==> src/hdl/ppmd_pkg.sv <==
// Package for the PPM pulse train decoder: field widths, register map codes
// and the fixed reset values of the configuration registers. No dependencies.
package ppmd_pkg;

  localparam int unsigned TsW     = 25;  // timestamp and wrap period width
  localparam int unsigned GapW    = 16;  // max_gap and gap_offset width
  localparam int unsigned GainW   = 17;  // gain in unsigned Q16
  localparam int unsigned LimW    = 12;  // sync_limit and center_value width
  localparam int unsigned SlotW   = 4;   // slot output width
  localparam int unsigned ValW    = 16;  // channel value width
  localparam int unsigned DiffW   = 18;  // clamped gap minus offset, signed
  localparam int unsigned ProdW   = 36;  // signed product of diff and gain
  localparam int unsigned AddrW   = 5;   // APB byte address width
  localparam int unsigned DataW   = 32;  // APB data width
  localparam int unsigned RegIdxW = 3;   // register index within the map

  // Register indexes (byte address is four times the index).
  localparam logic [RegIdxW-1:0] RegWrapPeriod  = 3'd0;
  localparam logic [RegIdxW-1:0] RegMaxGap      = 3'd1;
  localparam logic [RegIdxW-1:0] RegGapOffset   = 3'd2;
  localparam logic [RegIdxW-1:0] RegGainQ16     = 3'd3;
  localparam logic [RegIdxW-1:0] RegSyncLimit   = 3'd4;
  localparam logic [RegIdxW-1:0] RegCenterValue = 3'd5;

  // Reset values of the configuration registers.
  localparam logic [TsW-1:0]   WrapPeriodRst  = 25'd20000000;
  localparam logic [GapW-1:0]  MaxGapRst      = 16'd3500;
  localparam logic [GapW-1:0]  GapOffsetRst   = 16'd1103;
  localparam logic [GainW-1:0] GainQ16Rst     = 17'd64125;
  localparam logic [LimW-1:0]  SyncLimitRst   = 12'd800;
  localparam logic [LimW-1:0]  CenterValueRst = 12'd1500;

endpackage

==> src/hdl/ppm_pulse_train_decoder_unit.sv <==
// PPM pulse train decoder top level: APB register file, three-stage datapath
// and output register. Depends on ppmd_pkg.
//
// This block turns timestamped edge events of a radio-control PPM train into
// channel values. A falling-edge beat (kind 0) records its timestamp and gives
// no result. A rising-edge beat (kind 1) measures the gap since the last
// falling edge, wrapping at wrap_period, saturates it to 16 bits signed and
// clamps it to max_gap, removes gap_offset and scales by gain_q16 (unsigned
// Q16). When the scaled width exceeds sync_limit in magnitude the slot counter
// restarts at zero. The result beat carries the slot and center_value plus the
// width, truncated toward zero and saturated to 16 bits signed; the slot then
// advances modulo CHANNELS. The block takes one beat per cycle unless its
// input is stalled. A rising-edge beat passes in order through the datapath
// pipeline: an input register, a difference register, a product register (the
// 18 x 18 multiplier sets this split) and the output register. Falling-edge
// beats never enter the pipeline. The input stalls only when all stages hold
// results and the output is stalled. Configuration is to be written through
// the APB port only while the block is idle; the block does not enforce it.
// pready is always high and register i sits at byte address 4*i.
module ppm_pulse_train_decoder_unit #(
  parameter int unsigned CHANNELS = 8
) (
  input  logic                        clk_i,
  input  logic                        rst_ni,
  // Edge event channel
  input  logic                        in_valid_i,
  output logic                        in_stall_o,
  input  logic                        kind_i,
  input  logic [ppmd_pkg::TsW-1:0]    timestamp_i,
  // Decoded channel output
  output logic                        out_valid_o,
  input  logic                        out_stall_i,
  output logic [ppmd_pkg::SlotW-1:0]  slot_o,
  output logic signed [ppmd_pkg::ValW-1:0] channel_value_o,
  // APB configuration port
  input  logic                        psel,
  input  logic                        penable,
  input  logic                        pwrite,
  input  logic [ppmd_pkg::AddrW-1:0]  paddr,
  input  logic [ppmd_pkg::DataW-1:0]  pwdata,
  output logic [ppmd_pkg::DataW-1:0]  prdata,
  output logic                        pready
);
  import ppmd_pkg::*;

  localparam logic [SlotW:0] ChanCount = (SlotW+1)'(CHANNELS);

  // Configuration registers.
  logic [TsW-1:0]   wrap_period_q;
  logic [GapW-1:0]  max_gap_q;
  logic [GapW-1:0]  gap_offset_q;
  logic [GainW-1:0] gain_q16_q;
  logic [LimW-1:0]  sync_limit_q;
  logic [LimW-1:0]  center_value_q;

  logic               cfg_wr;
  logic [RegIdxW-1:0] cfg_idx;

  assign pready  = 1'b1;
  assign cfg_wr  = psel && penable && pwrite;
  assign cfg_idx = paddr[AddrW-1:2];

  always_ff @(posedge clk_i or negedge rst_ni) begin
    if (!rst_ni) begin
      wrap_period_q  <= WrapPeriodRst;
      max_gap_q      <= MaxGapRst;
      gap_offset_q   <= GapOffsetRst;
      gain_q16_q     <= GainQ16Rst;
      sync_limit_q   <= SyncLimitRst;
      center_value_q <= CenterValueRst;
    end else if (cfg_wr) begin
      unique case (cfg_idx)
        RegWrapPeriod:  wrap_period_q  <= pwdata[TsW-1:0];
        RegMaxGap:      max_gap_q      <= pwdata[GapW-1:0];
        RegGapOffset:   gap_offset_q   <= pwdata[GapW-1:0];
        RegGainQ16:     gain_q16_q     <= pwdata[GainW-1:0];
        RegSyncLimit:   sync_limit_q   <= pwdata[LimW-1:0];
        RegCenterValue: center_value_q <= pwdata[LimW-1:0];
        default: ;
      endcase
    end
  end

  // Read back, zero extended. Unmapped addresses read as zero.
  always_comb begin
    unique case (cfg_idx)
      RegWrapPeriod:  prdata = DataW'(wrap_period_q);
      RegMaxGap:      prdata = DataW'(max_gap_q);
      RegGapOffset:   prdata = DataW'(gap_offset_q);
      RegGainQ16:     prdata = DataW'(gain_q16_q);
      RegSyncLimit:   prdata = DataW'(sync_limit_q);
      RegCenterValue: prdata = DataW'(center_value_q);
      default:        prdata = '0;
    endcase
  end

  // Pipeline flow control. Each stage loads when it is empty or when the
  // stage after it loads, so bubbles are squeezed out under stall.
  logic s1_v_q, s2_v_q, s3_v_q, out_v_q;
  logic en_out, en3, en2, en1;
  logic in_acc;

  assign en_out     = !out_v_q || !out_stall_i;
  assign en3        = !s3_v_q || en_out;
  assign en2        = !s2_v_q || en3;
  assign en1        = !s1_v_q || en2;
  assign in_stall_o = !en1;
  assign in_acc     = in_valid_i && en1;

  // Falling edges update the stored timestamp at acceptance. A rising edge
  // carries a snapshot of it down the pipe, so a falling edge that follows
  // right behind cannot disturb the gap of the rising edge ahead of it.
  logic [TsW-1:0] fall_time_q;
  logic [TsW-1:0] s1_ts_q;
  logic [TsW-1:0] s1_fall_q;

  always_ff @(posedge clk_i or negedge rst_ni) begin
    if (!rst_ni) begin
      fall_time_q <= '0;
    end else if (in_acc && !kind_i) begin
      fall_time_q <= timestamp_i;
    end
  end

  always_ff @(posedge clk_i or negedge rst_ni) begin
    if (!rst_ni) begin
      s1_v_q <= 1'b0;
    end else if (en1) begin
      s1_v_q <= in_acc && kind_i;
    end
  end

  always_ff @(posedge clk_i) begin
    if (in_acc && kind_i) begin
      s1_ts_q   <= timestamp_i;
      s1_fall_q <= fall_time_q;
    end
  end

  // Stage 1: wrapped gap, saturation, clamp and offset removal.
  logic signed [TsW+1:0]  gap_raw;
  logic signed [GapW-1:0] gap_sat;
  logic signed [GapW-1:0] gap_clamp;
  logic signed [DiffW-1:0] diff_d;
  logic signed [DiffW-1:0] s2_diff_q;

  always_comb begin
    if (s1_ts_q >= s1_fall_q) begin
      gap_raw = $signed({2'b00, s1_ts_q}) - $signed({2'b00, s1_fall_q});
    end else begin
      gap_raw = $signed({2'b00, wrap_period_q}) + $signed({2'b00, s1_ts_q})
              - $signed({2'b00, s1_fall_q});
    end
    if (gap_raw > $signed((TsW+2)'(32767))) begin
      gap_sat = 16'sh7FFF;
    end else if (gap_raw < -$signed((TsW+2)'(32768))) begin
      gap_sat = -16'sh8000;
    end else begin
      gap_sat = gap_raw[GapW-1:0];
    end
    // max_gap is unsigned; compare in a wider signed domain.
    if ($signed({{2{gap_sat[GapW-1]}}, gap_sat}) > $signed({2'b00, max_gap_q})) begin
      gap_clamp = $signed(max_gap_q);
    end else begin
      gap_clamp = gap_sat;
    end
    diff_d = $signed({{2{gap_clamp[GapW-1]}}, gap_clamp})
           - $signed({2'b00, gap_offset_q});
  end

  always_ff @(posedge clk_i or negedge rst_ni) begin
    if (!rst_ni) begin
      s2_v_q <= 1'b0;
    end else if (en2) begin
      s2_v_q <= s1_v_q;
    end
  end

  always_ff @(posedge clk_i) begin
    if (en2 && s1_v_q) begin
      s2_diff_q <= diff_d;
    end
  end

  // Stage 2: signed 18 x 18 multiply by the Q16 gain. Both factors are
  // extended to the product width so that no product bit is lost.
  logic signed [ProdW-1:0] wq_d;
  logic signed [ProdW-1:0] s3_wq_q;

  assign wq_d = $signed({{(ProdW-DiffW){s2_diff_q[DiffW-1]}}, s2_diff_q})
              * $signed({(ProdW-GainW)'(0), gain_q16_q});

  always_ff @(posedge clk_i or negedge rst_ni) begin
    if (!rst_ni) begin
      s3_v_q <= 1'b0;
    end else if (en3) begin
      s3_v_q <= s2_v_q;
    end
  end

  always_ff @(posedge clk_i) begin
    if (en3 && s2_v_q) begin
      s3_wq_q <= wq_d;
    end
  end

  // Stage 3: sync detection, centering with truncation toward zero,
  // saturation and slot bookkeeping.
  logic [ProdW-1:0]        wq_mag;
  logic [ProdW-1:0]        sync_lim;
  logic                    sync_hit;
  logic signed [ProdW:0]   sum;
  logic signed [ProdW-16:0] quo;
  logic signed [ValW-1:0]  val_d;
  logic [SlotW-1:0]        slot_index_q;
  logic [SlotW-1:0]        slot_d;
  logic [SlotW:0]          slot_inc;
  logic [SlotW-1:0]        slot_next;

  always_comb begin
    wq_mag   = s3_wq_q[ProdW-1] ? ProdW'(-s3_wq_q) : ProdW'(s3_wq_q);
    sync_lim = ProdW'({sync_limit_q, 16'h0000});
    sync_hit = wq_mag > sync_lim;

    sum = $signed({1'b0, ProdW'({center_value_q, 16'h0000})})
        + $signed({s3_wq_q[ProdW-1], s3_wq_q});
    quo = sum[ProdW:16];
    // An arithmetic shift floors; negative values with a fraction step up.
    if (sum[ProdW] && (sum[15:0] != 16'h0000)) begin
      quo = quo + (ProdW-15)'(1);
    end
    if (quo > $signed((ProdW-15)'(32767))) begin
      val_d = 16'sh7FFF;
    end else if (quo < -$signed((ProdW-15)'(32768))) begin
      val_d = -16'sh8000;
    end else begin
      val_d = quo[ValW-1:0];
    end

    slot_d    = sync_hit ? '0 : slot_index_q;
    slot_inc  = {1'b0, slot_d} + (SlotW+1)'(1);
    slot_next = (slot_inc >= ChanCount) ? '0 : slot_inc[SlotW-1:0];
  end

  always_ff @(posedge clk_i or negedge rst_ni) begin
    if (!rst_ni) begin
      out_v_q      <= 1'b0;
      slot_index_q <= '0;
    end else if (en_out) begin
      out_v_q <= s3_v_q;
      if (s3_v_q) begin
        slot_index_q <= slot_next;
      end
    end
  end

  logic [SlotW-1:0]       slot_q;
  logic signed [ValW-1:0] value_q;

  always_ff @(posedge clk_i) begin
    if (en_out && s3_v_q) begin
      slot_q  <= slot_d;
      value_q <= val_d;
    end
  end

  assign out_valid_o     = out_v_q;
  assign slot_o          = slot_q;
  assign channel_value_o = value_q;

endmodule

==> config.mk <==
export PLATFORM = sky130hd
export DESIGN_NAME = ppm_pulse_train_decoder_unit
export DESIGN_NICKNAME = d
export VERILOG_FILES = /design/src/hdl/ppmd_pkg.sv /design/src/hdl/ppm_pulse_train_decoder_unit.sv
export SDC_FILE = /design/constraint.sdc
export NUM_CORES = 1
export LEC_CHECK = 0
export BUFFER_PORTS_ARGS = -buffer_cell sky130_fd_sc_hd__buf_4
export CELL_PAD_IN_SITES_DETAIL_PLACEMENT = 1
export CELL_PAD_IN_SITES_GLOBAL_PLACEMENT = 2
export CORE_MARGIN = 1.5
export CORE_UTILIZATION = 37
export CTS_BUF_LIST = sky130_fd_sc_hd__clkbuf_16
export CTS_CLUSTER_DIAMETER = 30
export DETAILED_ROUTE_END_ITERATION = 16
export GPL_ROUTABILITY_DRIVEN = 1
export HOLD_SLACK_MARGIN = 0.15
export PLACE_DENSITY = 0.77
export SETUP_SLACK_MARGIN = 0.15
export SLEW_MARGIN = 20
export SYNTH_ARGS = -nofsm -noshare
export SYNTH_HDL_FRONTEND = slang
export SYNTH_SLANG_ARGS = --single-unit
==> constraint.sdc <==
create_clock -name clk_i -period 9.1 [get_ports clk_i]
set_clock_uncertainty 0.2 [all_clocks]
set_input_delay 1.365 -clock clk_i [delete_from_list [all_inputs] [get_ports clk_i]]
set_output_delay 1.365 -clock clk_i [all_outputs]
set_load 0.01 [all_outputs]
==> results of run 1 <==
## worst min-delay path by stage
| stage | startpoint | endpoint | slack (ns) | cells past startpoint |
|---|---|---|---|---|
| 6_report | fall_time_q[20] | s1_fall_q[20] | 0.25 | 0 |
| 5_1_grt | fall_time_q[14] | s1_fall_q[14] | 0.26 | 0 |
| 4_1_cts | fall_time_q[17] | s1_fall_q[17] | 0.25 | 0 |
| 3_5_place_dp | fall_time_q[12] | s1_fall_q[12] | 0.24 | 0 |
| 3_3_place_gp | fall_time_q[7] | s1_fall_q[7] | 0.23 | 0 |
| 2_1_floorplan | fall_time_q[0] | s1_fall_q[0] | 0.22 | 0 |
## worst max-delay path: cells and delay by family (launching register included)
family | cells | cell delay [ns]
fa+ha+maj | 4 | 1.57
buf+inv | 7 | 1.05
simple gates | 5 | 1.19
flops | 1 | 0.53
compound gates | 21 | 3.74
xor+xnor | 2 | 0.30
## per-stage QoR
step	worst slack [ns]	util, %	cells	area (um2)
floorplan	0.545	-	3137	29100
global placement	-0.0325	40.2	4225	31200
detailed placement	-0.174	40.2	4225	31200
CTS	0.157	43.2	4341	33500
global route	-0.0636	44.0	4373	34100
finish	0.276	44.0	4374	34100
## layer usage
metal  vias up  global-route usage [%]  wire length (um)
li1      10577                       -                 -
met3       154                    3.77              4080
met5         -                       0                35
met2       421                    42.3             47500
met1     11977                    29.9             40600
met4         6                    6.48              2470
## placed cells by master (no fill, tap or decap), drive strengths merged, types with 17 or more instances in the layout
cell type	instances
a211oi	38
a21o	56
a21oi	123
a31oi	28
and2	158
and3	17
buf	207
clkbuf	63
clkinv	22
dfrtp	88
dfstp	43
edfxtp	124
fa	339
ha	202
inv	577
mux2	66
nand2	355
nand2b	22
nand3	51
nand4	18
nor2	113
nor2b	23
nor3	49
o21a	23
o21ai	151
or3	19
xnor2	92
xor2	34
## synthesized netlist by cell type (15+ instances only)
library cell	count	area share (%)
a211oi_1	34	0.88
a21o_1	56	1.4
a21oi_1	121	2.1
a31oi_1	28	0.60
and2_1	157	3.4
and3_1	17	0.37
clkbuf_1	102	1.3
dfrtp_1	88	7.6
dfstp_2	43	3.9
edfxtp_1	124	13
fa_1	339	23
ha_1	202	8.7
inv_1	566	7.3
mux2_2	66	2.6
mux2i_1	15	0.52
nand2_1	354	4.6
nand2b_1	22	0.47
nand3_1	50	0.86
nand4_1	18	0.39
nor2_1	112	1.4
nor2b_1	23	0.49
nor3_1	46	0.79
o21a_1	23	0.59
o21ai_0	137	2.4
or3_1	18	0.39
xnor2_1	92	2.8
xor2_1	34	1.0
## state kept, by name (all words and copies together), names as in the netlist
name	cells
center_value_q	12
channel_value_o	16
fall_time_q	25
gain_q16_q	17
gap_offset_q	16
max_gap_q	16
out_valid_o	1
s1_fall_q	25
s1_ts_q	25
s1_v_q	1
s2_diff_q	18
s2_v_q	1
s3_v_q	1
s3_wq_q	36
slot_index_q	4
slot_o	4
sync_limit_q	12
wrap_period_q	25
## final cells by class
| type | count | area, um2 |
|---|---|---|
| fillers | 8960 | 43500 |
| clock buffers | 63 | 1580 |
| flip-flops and latches | 255 | 7060 |
| clock inverters | 49 | 592 |
| well taps | 1040 | 1300 |
| diodes | 1 | 2.50 |
| multi-input cells | 2191 | 19900 |
| inverters | 568 | 2130 |
| repair buffers | 207 | 1580 |
## cells by family (layout without fill, tap and decap cells)
kind of cell | count (synthesis) | after routing
flops | 255 | 255
fa+ha+maj | 541 | 541
xor+xnor | 126 | 126
simple gates | 884 | 884
compound gates | 545 | 545
buf+inv | 691 | 887
other cells | 2 | 9
mux | 87 | 87
## repair_timing
item                                   4_1_cts  5_1_grt
gates resized for setup                     33       72
setup buffers                                4       32
pin swaps                                    7       38
endpoints found under the hold margin        0        0
hold buffers                                 0        0
setup endpoints to repair                    6        8
==> results_dict.tcl, run 1 <==
set metrics [dict create \
    area.growth.synth_to_final_pct 17.2 \
    hp-class "reg2reg" \
    firstDrtPassIters 5 \
    chipWidth_um 283 \
    final_period_utilization_pct 97.0 \
    finish.net_count 3893 \
    synth-adder-area-share_pct 32.0 \
    drc 0 \
    grt.total_usage_pct 23.8 \
    totalNegativeSetupSlack_ns 0 \
    maxSlewHeadroom_pct 25.0 \
    r2r_setup_slack_ns 0.28 \
    grt_start_max_net_pins 74 \
    max_cap_violations 0 \
    postSynth.asyncResetShare_pct 51.4 \
    hold_slack_ns 0.247 \
    area_of_the_mapped_netlist_um2 29100 \
    worst_endpoint_required_time_ns 9.24 \
    clock_tree.root_cell "clkbuf_16" \
    critical_path_class "reg2reg" \
    regToRegStartpoint "wrap_period_q[21]" \
    number_of_enable_type_register_cells_in_the_synthesized_netlist 124 \
    buffer_ports.inserted 107 \
    remaining_antenna_violation_count_after_routing 0 \
    critical_path.reg2reg.endpoint "s2_diff_q[15]" \
    cts_htree_levels 2 \
    crit_path_end_kind "flip-flop" \
    synth.ff_latch_count 255 \
    report.final.setup_viol 0 \
    core_box_area_um2 77600 \
    critical_path_arrival_ns 8.97 \
    initialDrtViolationCount 1057 \
    setup_repair_after_global_routing_missed_its_margin "yes" \
    grt_first_pass_wirelength_mm 150 \
    globalplace.congestion 0.881 \
    timing.critical_path.from_type "flip-flop" \
    finalWirelength_mm 94.6 \
    grt_pass1_vias 25837 \
    synth-seq-area-share_pct 24.2 \
    synth_area_in_compound_gates_pct 12.2 \
    grt_overflow 0 \
    syn_inst 3131 \
    start_util_pct 37.5 \
    max_slew.worst_pin.slew_ns 1.12 \
    worst_setup_path_endpoint "s2_diff_q[15]" \
    fp-row-count 102 \
    grt_antenna_before_repair 3 \
    post_synth_mux_area_share_pct 3.53 \
    yosysUniqueCellTypes 97 \
    synth-xor-area-share_pct 3.79 \
    post_synth_and_or_nand_nor_area_fraction_pct 15.1 \
    avgSynthCellArea_um2 9.30 \
    numClockSinks 255 \
    hold_viol 0 \
    num_vias 23135 \
    dominant_combinational_cell_family_by_area_after_synthesis "adder cells" \
    cts_tree "done" \
    path_clk_slew_ns 0.04 \
    tritoncts.num_buffers 59 \
    outcome "complete, no violations" \
    clock_latency_ns 0.61 \
    top_level_ports 125 \
    avgRoutedWirePerCell_um 21.6 \
    final_period_minus_worst_setup_slack_ns 8.82 \
    floorplan.die.height_um 283 \
    die_area_um2 80300 \
    finalMaxSlewViolations 0 \
    worst_path_most_repeated_cell "o21a_1" \
    timing.critical_path.from "wrap_period_q[21]" \
    max_clock_freq_mhz 113 \
    path_max_fanout 7 \
    ys.flop_type "edfxtp_1" \
    crit_path_max_incr_delay_ns 0.54 \
    drive_above_1_share_pct 16.1 \
    dp_hpwl_mm 74.1 \
    clock_tree.buffer_depth 3 \
    crit_slowest_cell "fa_1" \
    via_per_inst 5.29 \
    reg2regPathDepth 39 \
    synth.yosys.warnings 0 \
]
Power of run 1 is not shown: default switching activity piles up to over one toggle a cycle in this logic, so the estimate is an artifact.
==> run 2: changes to the inputs <==
--- a/config.mk
+++ b/config.mk
@@ -12,11 +12,12 @@
 export CORE_UTILIZATION = 37
 export CTS_BUF_LIST = sky130_fd_sc_hd__clkbuf_16
 export CTS_CLUSTER_DIAMETER = 30
+export CTS_CLUSTER_SIZE = 25
 export DETAILED_ROUTE_END_ITERATION = 16
 export GPL_ROUTABILITY_DRIVEN = 1
 export HOLD_SLACK_MARGIN = 0.15
 export PLACE_DENSITY = 0.77
-export SETUP_SLACK_MARGIN = 0.15
+export SETUP_SLACK_MARGIN = 0.4
 export SLEW_MARGIN = 20
 export SYNTH_ARGS = -nofsm -noshare
 export SYNTH_HDL_FRONTEND = slang
==> results_dict.tcl, run 2 (same netlist as run 1, synthesis figures left out) <==
set metrics [dict create \
    hold_viol 0 \
    initialDrtViolationCount 1035 \
    dpl_cell_area_um2 31200 \
    floorplan.die.height_um 283 \
    regToRegStartpoint "wrap_period_q[13]" \
    worst_path_most_repeated_cell "o21ai_1" \
    top_register "s3_wq_q" \
    setup_repair_after_global_routing_missed_its_margin "yes" \
    final_period_utilization_pct 94.9 \
    crit_path_end_kind "flip-flop" \
    core_box_area_um2 77600 \
    outcome "complete, no violations" \
    clock_tree.root_cell "clkbuf_16" \
    cts_tree "done" \
    tritoncts.num_buffers 59 \
    area.growth.synth_to_final_pct 18.3 \
    post-route-worst-setup-slack_ns 0.461 \
    clock_latency_ns 0.61 \
    multi_input_comb_area_um2 20100 \
    drc 0 \
    dr_wl_met3_mm 3.97 \
    max_slew.worst_pin.slew_ns 1.14 \
    whs_endpoint "s1_fall_q[12]" \
    post-place-ws_ns -0.174 \
    leading_cell_type_in_the_layout_fill_and_taps_excluded "inv_1" \
    grt_first_pass_wirelength_mm 151 \
    hold_slack_ns 0.247 \
    via_per_inst 5.29 \
    hp-class "reg2reg" \
    grt_overflow 0 \
    max_cap_violations 0 \
    r2r_setup_slack_ns 0.46 \
    finish.net_count 3910 \
    crit_path_max_incr_delay_ns 0.55 \
    dp_hpwl_mm 74.1 \
    timing.critical_path.from_type "flip-flop" \
    final_design_area_no_fill_um2 34400 \
    top_level_ports 125 \
    drive_above_1_share_pct 17.3 \
    cts_htree_levels 2 \
    number_of_flip_flops_under_the_largest_register_name 36 \
    worst_endpoint_required_time_ns 9.23 \
    finalWirelength_mm 95.5 \
    final_cell_mix "563 x inv_1, 348 x nand2_1, 337 x fa_1" \
    clock_tree.buffer_depth 3 \
    grt.total_usage_pct 23.9 \
    report.final.setup_viol 0 \
    remaining_antenna_violation_count_after_routing 0 \
    avgRoutedWirePerCell_um 21.7 \
    grt_pass1_vias 26046 \
    max_clock_freq_mhz 116 \
    maxSlewHeadroom_pct 23.9 \
    finalMaxSlewViolations 0 \
    route.layer.met1.wl_mm 41.0 \
    grt_antenna_before_repair 2 \
    globalplace.congestion 0.881 \
    reg2regPathDepth 41 \
    final_period_minus_worst_setup_slack_ns 8.64 \
    route.top_layer_used "met5" \
    min_from "fall_time_q[12]" \
    die_area_um2 80300 \
    totalNegativeSetupSlack_ns 0 \
    path_max_fanout 8 \
    firstDrtPassIters 5 \
    footprint_of_the_flip_flops_and_latches_um2 7060 \
    start_util_pct 37.5 \
    buffer_ports.inserted 107 \
    crit_slowest_cell "dfstp_2" \
    whs_path_depth 0 \
    holdBufCountCts 0 \
    grt_start_max_net_pins 74 \
    fillers 8941 \
    critical_path_class "reg2reg" \
    critical_path.reg2reg.endpoint "s2_diff_q[16]" \
    path_clk_slew_ns 0.05 \
    met2_length_mm 47.8 \
    fp-row-count 102 \
    num_vias 23249 \
    numClockSinks 255 \
    critical_path_arrival_ns 8.77 \
    chipWidth_um 283 \
]
## run 2: cell count changes in the layout (fill, tap and decap cells not counted), moves of 3 or more
cell     change
buf_4       +16
nand2_1      -4
ha_1         -3
a31oi_1      -8
a31oi_2      +8
nand2_2      +3
a21oi_1      -4
## run 2: worst max path at each step
stage          cells past startpoint  slack (ns)       endpoint         startpoint
2_1_floorplan                     40        0.54  s2_diff_q[15]  wrap_period_q[13]
3_3_place_gp                      42       -0.03  s2_diff_q[15]  wrap_period_q[11]
3_5_place_dp                      41       -0.17  s2_diff_q[17]  wrap_period_q[11]
4_1_cts                           43        0.40  s2_diff_q[16]         s1_ts_q[0]
5_1_grt                           41        0.08  s2_diff_q[16]  wrap_period_q[14]
6_report                          41        0.46  s2_diff_q[16]  wrap_period_q[13]
## run 2: final cells by class
| cell class | instances | share of cell area (%) |
|---|---|---|
| clock inverters | 49 | 1.72 |
| inverters | 568 | 6.20 |
| repair buffers | 224 | 4.98 |
| diodes | 1 | 0.00727 |
| flip-flops and latches | 255 | 20.5 |
| multi-input cells | 2191 | 58.2 |
| clock buffers | 63 | 4.58 |
| well taps | 1040 | 3.78 |
## run 2: repair_timing
action,4_1_cts,5_1_grt
pin swaps,30,41
setup endpoints to repair,8,10
gates resized for setup,63,79
setup buffers,32,21
## run 2: routing by layer
layer,vias up,global-route usage [%]
met4,4,6.71
met5,-,0
met1,12011,30.0
met3,162,3.78
li1,10620,-
met2,452,42.6
## run 2: critical path, delay by kind of cell, from the launching register on
| kind | cells | cell delay, ns |
|---|---|---|
| flip-flops | 1 | 0.55 |
| AO/OA/AOI/OAI | 20 | 3.86 |
| buffers and inverters | 6 | 0.75 |
| adder cells (fa/ha/maj) | 5 | 1.58 |
| AND/OR/NAND/NOR | 8 | 1.10 |
| XOR/XNOR | 2 | 0.31 |
## run 2: stage by stage
step                      utilization (%)  instances
after global placement               40.2       4225
after global routing                 44.4       4390
after detailed placement             40.2       4225
after CTS                            43.7       4369
after floorplan                         -       3137
final                                44.4       4391
Power of run 2 is left out for the same reason.
